==> src/rtl/bffa_pkg.sv <==
// Package for the bitmap first-fit allocator: shared types, codes and defaults.
// Used by the controller, the datapath and the top level; depends on nothing.
`default_nettype none

package bffa_pkg;

  localparam int HEAP_BYTES_DEF    = 4096;
  localparam int SEGMENT_BYTES_DEF = 16;

  localparam int SIZE_W   = 16;
  localparam int OFFSET_W = 12;
  // Wide enough for any byte count up to the largest heap and for any size.
  localparam int CMP_W    = 17;

  typedef enum logic {
    KIND_ALLOC = 1'b0,
    KIND_CLEAR = 1'b1
  } kind_t;

  typedef enum logic [2:0] {
    ST_CLEAR,
    ST_IDLE,
    ST_READ,
    ST_CHECK,
    ST_MARK
  } state_t;

  typedef struct packed {
    logic init;
    logic load;
    logic clr_wr;
    logic rd;
    logic chk;
    logic mark_init;
    logic mark_wr;
    logic resp_grant;
    logic resp_fail;
    logic resp_clear;
  } dp_cmd_t;

  typedef struct packed {
    logic last;
    logic fit;
    logic mark_last;
  } dp_sts_t;

endpackage

`default_nettype wire

==> src/rtl/bitmap_first_fit_allocator_unit.sv <==
// A clear word writes every segment of the map free and then answers. An allocate
// word reads and checks segment after segment (one map read, one check) until a
// free run fits, marks each segment of that run and then gives the result.
// One word at a time; busy is high while a word is in work. The result strobe
// cannot be stalled. After reset a clearing pass over every segment runs first.
`default_nettype none

module bitmap_first_fit_allocator_unit #(
  parameter int HEAP_BYTES    = bffa_pkg::HEAP_BYTES_DEF,
  parameter int SEGMENT_BYTES = bffa_pkg::SEGMENT_BYTES_DEF
) (
  input  wire logic                          clk,
  input  wire logic                          rst_n,
  input  wire logic                          start,
  output logic                               busy,
  input  wire logic                          in_kind,
  input  wire logic [bffa_pkg::SIZE_W-1:0]   in_size_bytes,
  output logic                               out_valid,
  output logic                               out_granted,
  output logic                               out_failed,
  output logic [bffa_pkg::OFFSET_W-1:0]      out_offset
);

  bffa_pkg::dp_cmd_t cmd;
  bffa_pkg::dp_sts_t sts;

  bffa_ctrl u_ctrl (
    .clk     (clk),
    .rst_n   (rst_n),
    .start   (start),
    .in_kind (in_kind),
    .sts     (sts),
    .cmd     (cmd),
    .busy    (busy)
  );

  bffa_datapath #(
    .HEAP_BYTES    (HEAP_BYTES),
    .SEGMENT_BYTES (SEGMENT_BYTES)
  ) u_datapath (
    .clk           (clk),
    .rst_n         (rst_n),
    .cmd           (cmd),
    .in_size_bytes (in_size_bytes),
    .sts           (sts),
    .out_valid     (out_valid),
    .out_granted   (out_granted),
    .out_failed    (out_failed),
    .out_offset    (out_offset)
  );

  // Every accepted word keeps the block busy for at least the next cycle.
  a_accept_busy: assert property (@(posedge clk) disable iff (!rst_n)
    (start && !busy) |=> busy)
    else $error("accepted word did not make the block busy");

  // A result is only given out once the block has returned to idle.
  a_result_idle: assert property (@(posedge clk) disable iff (!rst_n)
    out_valid |-> !busy)
    else $error("result strobed while the block is still busy");

  a_grant_fail_excl: assert property (@(posedge clk) disable iff (!rst_n)
    out_valid |-> !(out_granted && out_failed))
    else $error("result both granted and failed");

  a_offset_zero: assert property (@(posedge clk) disable iff (!rst_n)
    (out_valid && !out_granted) |-> (out_offset == '0))
    else $error("non-zero offset on a result that was not granted");

endmodule

`default_nettype wire

==> src/rtl/bffa_ctrl.sv <==
// Controller state machine of the bitmap first-fit allocator.
// Drives the datapath through bffa_pkg::dp_cmd_t and reads bffa_pkg::dp_sts_t.
`default_nettype none

module bffa_ctrl (
  input  wire logic              clk,
  input  wire logic              rst_n,
  input  wire logic              start,
  input  wire logic              in_kind,
  input  wire bffa_pkg::dp_sts_t sts,
  output bffa_pkg::dp_cmd_t      cmd,
  output logic                   busy
);

  bffa_pkg::state_t state_r, state_nxt;
  logic             clr_resp_r, clr_resp_nxt;

  always_ff @(posedge clk) begin
    if (!rst_n) begin
      state_r    <= bffa_pkg::ST_CLEAR;
      clr_resp_r <= 1'b0;
    end else begin
      state_r    <= state_nxt;
      clr_resp_r <= clr_resp_nxt;
    end
  end

  // Next state.
  always_comb begin
    state_nxt    = state_r;
    clr_resp_nxt = clr_resp_r;
    unique case (state_r)
      bffa_pkg::ST_CLEAR: begin
        if (sts.last) begin
          state_nxt    = bffa_pkg::ST_IDLE;
          clr_resp_nxt = 1'b0;
        end
      end
      bffa_pkg::ST_IDLE: begin
        if (start) begin
          if (in_kind == bffa_pkg::KIND_CLEAR) begin
            state_nxt    = bffa_pkg::ST_CLEAR;
            clr_resp_nxt = 1'b1;
          end else begin
            state_nxt = bffa_pkg::ST_READ;
          end
        end
      end
      bffa_pkg::ST_READ: state_nxt = bffa_pkg::ST_CHECK;
      bffa_pkg::ST_CHECK: begin
        if (sts.fit) begin
          state_nxt = bffa_pkg::ST_MARK;
        end else if (sts.last) begin
          state_nxt = bffa_pkg::ST_IDLE;
        end else begin
          state_nxt = bffa_pkg::ST_READ;
        end
      end
      bffa_pkg::ST_MARK: begin
        if (sts.mark_last) begin
          state_nxt = bffa_pkg::ST_IDLE;
        end
      end
      default: state_nxt = bffa_pkg::ST_CLEAR;
    endcase
  end

  // Outputs.
  always_comb begin
    cmd  = '0;
    busy = 1'b1;
    unique case (state_r)
      bffa_pkg::ST_CLEAR: begin
        cmd.clr_wr     = 1'b1;
        cmd.resp_clear = sts.last && clr_resp_r;
      end
      bffa_pkg::ST_IDLE: begin
        busy     = 1'b0;
        cmd.init = start;
        cmd.load = start && (in_kind == bffa_pkg::KIND_ALLOC);
      end
      bffa_pkg::ST_READ: cmd.rd = 1'b1;
      bffa_pkg::ST_CHECK: begin
        cmd.chk       = 1'b1;
        cmd.mark_init = sts.fit;
        cmd.resp_fail = !sts.fit && sts.last;
      end
      bffa_pkg::ST_MARK: begin
        cmd.mark_wr    = 1'b1;
        cmd.resp_grant = sts.mark_last;
      end
      default: busy = 1'b1;
    endcase
  end

endmodule

`default_nettype wire

==> src/rtl/bffa_datapath.sv <==
// Datapath of the bitmap first-fit allocator: segment map memory, scan counters
// and result registers. Uses bffa_pkg for widths and the command/status structs.
`default_nettype none

module bffa_datapath #(
  parameter int HEAP_BYTES    = bffa_pkg::HEAP_BYTES_DEF,
  parameter int SEGMENT_BYTES = bffa_pkg::SEGMENT_BYTES_DEF
) (
  input  wire logic                            clk,
  input  wire logic                            rst_n,
  input  wire bffa_pkg::dp_cmd_t               cmd,
  input  wire logic [bffa_pkg::SIZE_W-1:0]     in_size_bytes,
  output bffa_pkg::dp_sts_t                    sts,
  output logic                                 out_valid,
  output logic                                 out_granted,
  output logic                                 out_failed,
  output logic [bffa_pkg::OFFSET_W-1:0]        out_offset
);

  localparam int NUM_SEGS = HEAP_BYTES / SEGMENT_BYTES;
  localparam int HEAP_EFF = NUM_SEGS * SEGMENT_BYTES;
  localparam int SEG_W    = (NUM_SEGS > 1) ? $clog2(NUM_SEGS) : 1;
  localparam int IDX_W    = $clog2(NUM_SEGS + 1);
  localparam int BYTE_W   = $clog2(HEAP_EFF + 1);
  localparam logic [BYTE_W-1:0] SEG_STEP = BYTE_W'(SEGMENT_BYTES);
  localparam logic [IDX_W-1:0]  LAST_IDX = IDX_W'(NUM_SEGS - 1);

  logic                          used_mem [NUM_SEGS];
  logic                          rd_r;
  logic [IDX_W-1:0]              idx_r;
  logic [IDX_W-1:0]              start_idx_r;
  logic [SEG_W-1:0]              end_idx_r;
  logic [BYTE_W-1:0]             pos_r;
  logic [BYTE_W-1:0]             run_bytes_r;
  logic [BYTE_W-1:0]             start_off_r;
  logic [bffa_pkg::SIZE_W-1:0]   size_r;
  logic [BYTE_W-1:0]             run_add;
  logic [BYTE_W-1:0]             pos_add;
  logic [SEG_W-1:0]              addr;

  assign addr    = idx_r[SEG_W-1:0];
  assign run_add = run_bytes_r + SEG_STEP;
  assign pos_add = pos_r + SEG_STEP;

  // A free run of n segments covers the request once n * segment size exceeds
  // the size, which is the same as n reaching size / segment size + 1.
  assign sts.fit       = !rd_r &&
                         (bffa_pkg::CMP_W'(run_add) > bffa_pkg::CMP_W'(size_r));
  assign sts.last      = (idx_r == LAST_IDX);
  assign sts.mark_last = (addr == end_idx_r);

  // Segment map: one write port and one registered read port.
  always_ff @(posedge clk) begin
    if (cmd.clr_wr) begin
      used_mem[addr] <= 1'b0;
    end else if (cmd.mark_wr) begin
      used_mem[addr] <= 1'b1;
    end
    if (cmd.rd) begin
      rd_r <= used_mem[addr];
    end
  end

  always_ff @(posedge clk) begin
    if (!rst_n) begin
      idx_r <= '0;
    end else if (cmd.init) begin
      idx_r <= '0;
    end else if (cmd.mark_init) begin
      idx_r <= start_idx_r;
    end else if (cmd.clr_wr || cmd.mark_wr || cmd.chk) begin
      idx_r <= idx_r + 1'b1;
    end
  end

  always_ff @(posedge clk) begin
    if (cmd.load) begin
      size_r <= in_size_bytes;
    end
    if (cmd.init) begin
      pos_r       <= '0;
      run_bytes_r <= '0;
      start_idx_r <= '0;
      start_off_r <= '0;
    end else if (cmd.chk) begin
      pos_r <= pos_add;
      if (rd_r) begin
        // A used segment: the next candidate run starts just after it.
        run_bytes_r <= '0;
        start_idx_r <= idx_r + 1'b1;
        start_off_r <= pos_add;
      end else begin
        run_bytes_r <= run_add;
        end_idx_r   <= addr;
      end
    end
  end

  always_ff @(posedge clk) begin
    if (!rst_n) begin
      out_valid <= 1'b0;
    end else begin
      out_valid <= cmd.resp_grant || cmd.resp_fail || cmd.resp_clear;
    end
  end

  always_ff @(posedge clk) begin
    out_granted <= cmd.resp_grant;
    out_failed  <= cmd.resp_fail;
    out_offset  <= cmd.resp_grant ? bffa_pkg::OFFSET_W'(start_off_r) : '0;
  end

endmodule

`default_nettype wire

==> config.mk <==
export PLATFORM = sky130hd
export DESIGN_NAME = bitmap_first_fit_allocator_unit
export DESIGN_NICKNAME = d
export VERILOG_FILES = /design/src/rtl/bffa_pkg.sv /design/src/rtl/bitmap_first_fit_allocator_unit.sv /design/src/rtl/bffa_ctrl.sv /design/src/rtl/bffa_datapath.sv
export SDC_FILE = /design/constraint.sdc
export NUM_CORES = 1
export LEC_CHECK = 0
export BUFFER_PORTS_ARGS = -buffer_cell sky130_fd_sc_hd__buf_4
export CAP_MARGIN = 20
export CORE_ASPECT_RATIO = 0.9
export CORE_MARGIN = 1
export CORE_UTILIZATION = 55
export DETAILED_ROUTE_END_ITERATION = 6
export GPL_ROUTABILITY_DRIVEN = 0
export PLACE_DENSITY = 0.71
export SETUP_SLACK_MARGIN = 0.5
export SLEW_MARGIN = 20
export SYNTH_ARGS = -nofsm -noshare
export SYNTH_HDL_FRONTEND = slang
export SYNTH_HIERARCHICAL = 1
export SYNTH_SLANG_ARGS = --single-unit
==> constraint.sdc <==
create_clock -name clk -period 9.5 [get_ports clk]
set_clock_uncertainty 0.05 [all_clocks]
set_input_delay 0.475 -clock clk [delete_from_list [all_inputs] [get_ports clk]]
set_output_delay 0.475 -clock clk [all_outputs]
set_load 0.02 [all_outputs]
==> flow_summary.ini, run 1 <==
[final_layout]
drive_gt1_share_pct = 14.19
fin_util_pct = 61.50
fin_cells = 1483
num_antenna_cells = 0
layout.nets = 1151
synthToLayoutAreaGrowth_pct = 8.751
regArea_um2 = 9607
postLayoutCellArea_um2 = 16200
multi_input_area_um2 = 4781
num-fill-cells = 2060

[sta]
fin_ws_ps = 5862
fin_crit_ps = 3638
tightest_slew_ps = 1178
fmax_mhz = 274.9
hold_violations = 0
setup_tns_ps = 0
relSlewSlack_pct = 21.28
period_share_pct = 38.29
rsz0062_at_grt = no
setup_viol = 0
holdWs_ps = 81.15
drv_slew = 0

[synth]
netlist.top_cell.by_area = edfxtp_1
syn_area_um2 = 14900
synthDistinctLibCells = 59
synth_edf_count = 281
synthDominantCellAreaShare_pct = 56.64
syn_inst = 1123
async_reset_ff_share_pct = 0
ys_seq_elements = 339
syn_avg_cell_area_um2 = 13.27
synth_ff_type = edfxtp_1
ys_top_cells_by_area = edfxtp_1, mux4_2, nor2_1
ys_seq_area_share_pct = 64.43
ys_warn_count = 6

[setup_path]
cp_slowest_cell = dfxtp_4
cpPeakStageDelay_ps = 780
cp-end-kind = register
cp.required_ps = 9710
crit_fanout = 39
path_class = reg -> reg
crit_arrival_ps = 3840
cp-start-kind = register
cpMostUsedCell = a22oi_1
crit_chain = buf_4 > mux4_1 > a22oi_1 > nand2_1 > a22oi_1 > o221ai_1 > mux4_2

[detailed_routing]
dr.pass1.iters = 7
drt_wl_total_mm = 32.28
via_count = 8936
wl_per_cell_um = 21.77
viasPerCell = 6.026
drc = 0
drtIter0Drc = 935
final_antenna_net_count = 0

[clock_network]
htree_num_levels = 2
clk_latency_ps = 520
cts_repair_resize_count = 0
cts_max_path_buffers = 3
holdBufCountCts = 0
cts_buffers = 34
cts_setup_buffers = 0
clk_pin_slew_worst_paths_ps = 60
tritoncts = done
cts.sinks = 339
root_buffer = clkbuf_16

[global_route]
antenna_found_initial = 0
overflow = 0
grt_pass1_wl_mm = 49.70
grt_max_degree = 138
gr-usage-all-layers_pct = 24.09
grt_pass1_vias = 8729

[place]
place_area_um2 = 15200
numPortBuffers = 31
pre_cts_ws_ps = 5792
place_hpwl_mm = 17.87
dp_cells = 1427

[floorplanning]
coreArea_um2 = 26350
rows = 56
boundaryPins = 36
die_w_um = 175.5
dieArea_um2 = 27750
die_h_um = 158.1
start_util_pct = 56.55

[run_status]
status = completed

[pwr]
p_leak_nw = 5.207
power_mw = 2.963
p_per_area_nw_per_um2 = 182.9
irDropWorstVdd_mv = 0.1541

[flow_run]
maxCapViolCount = 0

[worst_hold_path]
hold_class = in -> reg
==> layer usage <==
layer / track usage [%] / up-vias / wire length [µm]
li1: - / 4051 / -
met1: 34.00 / 4514 / 13990
met2: 38.38 / 314 / 15080
met3: 4.659 / 57 / 2439
met4: 6.998 / 0 / 762
met5: 0 / - / 0
==> state kept, by name (all words and copies together), names as in the netlist <==
| register | flops |
|---|---|
| u_datapath/end_idx_r | 8 |
| u_ctrl/state_r | 3 |
| u_datapath/out_offset | 8 |
| u_datapath/used_mem | 256 |
| u_datapath/start_off_r | 8 |
| u_datapath/out_granted | 1 |
| u_datapath/pos_r | 8 |
| u_datapath/out_failed | 1 |
| u_datapath/run_bytes_r | 9 |
| u_datapath/out_valid | 1 |
| u_datapath/rd_r | 1 |
| u_datapath/size_r | 16 |
| u_datapath/start_idx_r | 9 |
| u_datapath/idx_r | 9 |
| u_ctrl/clr_resp_r | 1 |
==> synth_stat cells, types with 8 or more instances <==
cell type and instances:
nor2_1 316, a221oi_1 8, nand2_1 42, nor2b_1 12
mux4_2 59, and3_1 9, edfxtp_1 281, a22oi_1 23
a211oi_1 16, xor2_1 15, clkbuf_1 61, inv_1 18
nand3_1 16, a21oi_1 24, a22o_1 8, o21ai_0 12
and2_1 15, dfxtp_1 58, xnor2_1 21, ha_1 16
buf_4 11
==> critical path, delay by kind of cell, from the launching register on <==
| kind | cells | cell delay [ps] |
|---|---|---|
| buf+inv | 1 | 710 |
| simple gates | 1 | 90 |
| compound gates | 3 | 600 |
| mux | 2 | 1120 |
| flops | 1 | 780 |
==> path summary, 6_finish.rpt <==
| path | from | end | slack (ps) | cells past startpoint |
|---|---|---|---|---|
| worst min register to register | u_datapath/start_off_r[10] | u_datapath/out_offset[10] | 400 | 1 |
| worst max register to register | u_datapath/idx_r[0] | u_datapath/rd_r | 5860 | 7 |
| worst max-delay path | u_datapath/idx_r[0] | u_datapath/rd_r | 5860 | 7 |
| worst min-delay path | in_size_bytes[8] | u_datapath/size_r[8] | 80 | 1 |
==> placed cells by master, fill, tap and decap left out, types with 4 or more instances in the layout <==
| master | n |
|---|---|
| xor2_1 | 15 |
| o21ai_0 | 12 |
| clkinv_1 | 5 |
| nand4_1 | 6 |
| or3_1 | 6 |
| mux4_2 | 59 |
| o221ai_1 | 4 |
| mux4_1 | 6 |
| inv_1 | 18 |
| a211oi_1 | 16 |
| ha_1 | 16 |
| xnor2_1 | 21 |
| a21oi_1 | 24 |
| a221oi_1 | 8 |
| nor2b_1 | 9 |
| edfxtp_1 | 281 |
| buf_4 | 41 |
| and2_1 | 14 |
| nand2b_1 | 6 |
| clkbuf_1 | 10 |
| nand2_1 | 42 |
| a22oi_1 | 23 |
| nand3_1 | 15 |
| and3_1 | 9 |
| clkbuf_16 | 35 |
| conb_1 | 4 |
| dfxtp_1 | 56 |
| mux2i_1 | 4 |
| a22o_1 | 8 |
| nor2_1 | 315 |
==> area by class of cell <==
| cell class | instances | share of cell area, % |
|---|---|---|
| clock buffers | 48 | 5.892 |
| clock inverters | 8 | 0.2317 |
| inverters | 18 | 0.4170 |
| multi-input cells | 680 | 29.51 |
| flip-flops and latches | 339 | 59.29 |
| well taps | 348 | 2.687 |
| repair buffers | 42 | 1.969 |
==> logic make-up (layout without fill, tap and decap cells) <==
family / count (synthesis) / in the layout / share of synthesized area [%]
AND/OR/NAND/NOR: 448 / 448 / 12.97
multiplexers: 69 / 69 / 10.25
XOR/XNOR: 36 / 36 / 2.116
other: 1 / 4 / 0.02517
flip-flops: 339 / 339 / 64.43
AO/OA/AOI/OAI: 107 / 107 / 5.140
buffers and inverters: 107 / 116 / 3.729
adder cells (fa/ha/maj): 16 / 16 / 1.344
==> power by group <==
group / total, mW / internal, mW / switching (mW)
Sequential: 1.60 / 1.59 / 0.0135
Combinational: 0.130 / 0.0592 / 0.0713
Clock: 1.23 / 0.697 / 0.531
Total: 2.96 / 2.35 / 0.616
Note: power is estimated with default switching activity, not from simulation.
==> inputs of run 2 (changes only) <==
--- a/config.mk
+++ b/config.mk
@@ -12,7 +12,7 @@
 export CORE_UTILIZATION = 55
 export DETAILED_ROUTE_END_ITERATION = 6
 export GPL_ROUTABILITY_DRIVEN = 0
-export PLACE_DENSITY = 0.71
+export PLACE_DENSITY = 0.74
 export SETUP_SLACK_MARGIN = 0.5
 export SLEW_MARGIN = 20
 export SYNTH_ARGS = -nofsm -noshare
==> constraint.sdc (replaced) <==
create_clock -name clk -period 3.3 [get_ports clk]
set_clock_uncertainty 0.05 [all_clocks]
set_input_delay 0.165 -clock clk [delete_from_list [all_inputs] [get_ports clk]]
set_output_delay 0.165 -clock clk [all_outputs]
set_load 0.02 [all_outputs]
==> flow_summary.ini, run 2 (synthesis gave the netlist of run 1 again) <==
[setup_path]
cp-start-kind = register
reg2reg_slack_ps = 460
r2r-start = u_datapath/run_bytes_r[4]
r2r_cells = 13
cp-end-kind = register
reg2reg_to = u_datapath/idx_r[5]
cp.required_ps = 3700
path_class = reg -> reg
crit_arrival_ps = 3240
crit_fanout = 7

[clock_network]
cts_max_path_buffers = 3
tritoncts = done
clk_pin_slew_worst_paths_ps = 60
cts_buffers = 36
cts.sinks = 339
root_buffer = clkbuf_16
clk_latency_ps = 510
htree_num_levels = 2

[final_layout]
largest_reg_flops = 256
final_common_cell = nor2_1
num-fill-cells = 1920
synthToLayoutAreaGrowth_pct = 15.52
num_antenna_cells = 0
layout.nets = 1220
top_register = u_datapath/used_mem
top_regs = u_datapath/used_mem: 256 flops, u_datapath/size_r: 16 flops
drive_gt1_share_pct = 21.03
final_cell_mix = nor2_1, edfxtp_1, buf_4

[pwr]
p_per_area_nw_per_um2 = 520.0
power_mw = 8.950
irDropWorstVdd_mv = 0.4610
p_leak_nw = 5.660

[global_route]
gr-usage-all-layers_pct = 25.41
grt_max_degree = 60
grt_util_met1_pct = 36.46
use_met2_pct = 40.46
antenna_found_initial = 0
grt_pass1_vias = 9141
overflow = 0
busiest_layer = met2
use_met3_pct = 4.707
grt_pass1_wl_mm = 52.80

[sta]
drv_slew = 0
tightest_slew_ps = 927.5
setup_viol = 0
hold_violations = 0
fmax_mhz = 352.0
holdWs_ps = 324.0
period_share_pct = 86.08
relSlewSlack_pct = 38.02
fin_crit_ps = 2841
setup_tns_ps = 0
rsz0062_at_grt = yes

[detailed_routing]
viasPerCell = 6.084
final_antenna_net_count = 0
via_count = 9466
drc = 0
dr.pass1.iters = 6
drtIter0Drc = 1389
drt_wl_total_mm = 34.97
wl_per_cell_um = 22.47

[worst_hold_path]
hold_depth = 2
min_from = in_size_bytes[15]
min_to = u_datapath/size_r[15]
hold_class = in -> reg

[floorplanning]
die_h_um = 158.1
boundaryPins = 36
die_w_um = 175.5
dieArea_um2 = 27750
rows = 56
start_util_pct = 56.55
coreArea_um2 = 26350

[flow_run]
maxCapViolCount = 0

[place]
numPortBuffers = 31
place_hpwl_mm = 20.38

[run_status]
status = completed
-- run 2: repair_timing --
action / in CTS / in global routing
resized for setup: 7 / 32
setup buffers: 0 / 8
hold buffers: 19 / 0
pin swaps: 2 / 14
hold endpoints to repair: 21 / 0
endpoints found under the setup margin: 13 / 16
cloned: 2 / 2
-- run 2: area by class of cell --
type | instances | area [µm²] | area share, %
repair buffers | 107 | 1005 | 5.838
clock inverters | 12 | 86.33 | 0.5016
clock buffers | 50 | 1017 | 5.911
well taps | 348 | 435.4 | 2.530
inverters | 18 | 67.56 | 0.3926
flip-flops and latches | 339 | 9617 | 55.88
multi-input cells | 682 | 4982 | 28.95
-- run 2: metal layers --
| metal | share of wire (%) | vias to the layer above |
|---|---|---|
| met5 | 0 | - |
| met4 | 1.9 | 0 |
| met3 | 9.4 | 58 |
| met2 | 48 | 432 |
| met1 | 41 | 4780 |
| li1 | - | 4196 |
-- run 2: worst max-delay path: stages, from the launching register on --
cell and delay (ps):
dfxtp_4 370, ha_4 170, and3_4 190, xor2_1 160, ha_1 340, nand4b_1 120, nor4_1 370, nand4_1 160
o211ai_1 170, nor2_4 110, and2_4 210, a21oi_1 210, a21oi_2 50, nor2_1 80
-- run 2: worst max path at each step --
stage / startpoint / to / depth (start not counted)
after detailed placement: u_datapath/idx_r[0] / u_datapath/rd_r / 7
final: u_datapath/run_bytes_r[4] / u_datapath/idx_r[5] / 13
after global placement: u_datapath/idx_r[0] / u_datapath/rd_r / 7
after global routing: u_datapath/run_bytes_r[4] / u_datapath/idx_r[5] / 14
after CTS: u_datapath/idx_r[0] / u_datapath/rd_r / 7
after floorplan: u_ctrl/state_r[1] / u_datapath/used_mem[0] / 4
-- run 2: through the flow --
stage               area [µm²]  instances  worst slack, ps  util (%)
floorplan                15000       1126           -159.5         -
global route             17210       1556            394.9     65.33
detailed placement       15600       1463            336.4     59.21
global placement         15600       1463            329.1     59.21
finish                   17210       1556            459.5     65.33
CTS                      16960       1546            453.7     64.38
-- run 2: where the power goes --
group          total, mW  internal [mW]  switching (mW)
Sequential          4.60           4.58          0.0167
Combinational      0.526          0.255           0.271
Clock               3.83           2.23            1.59
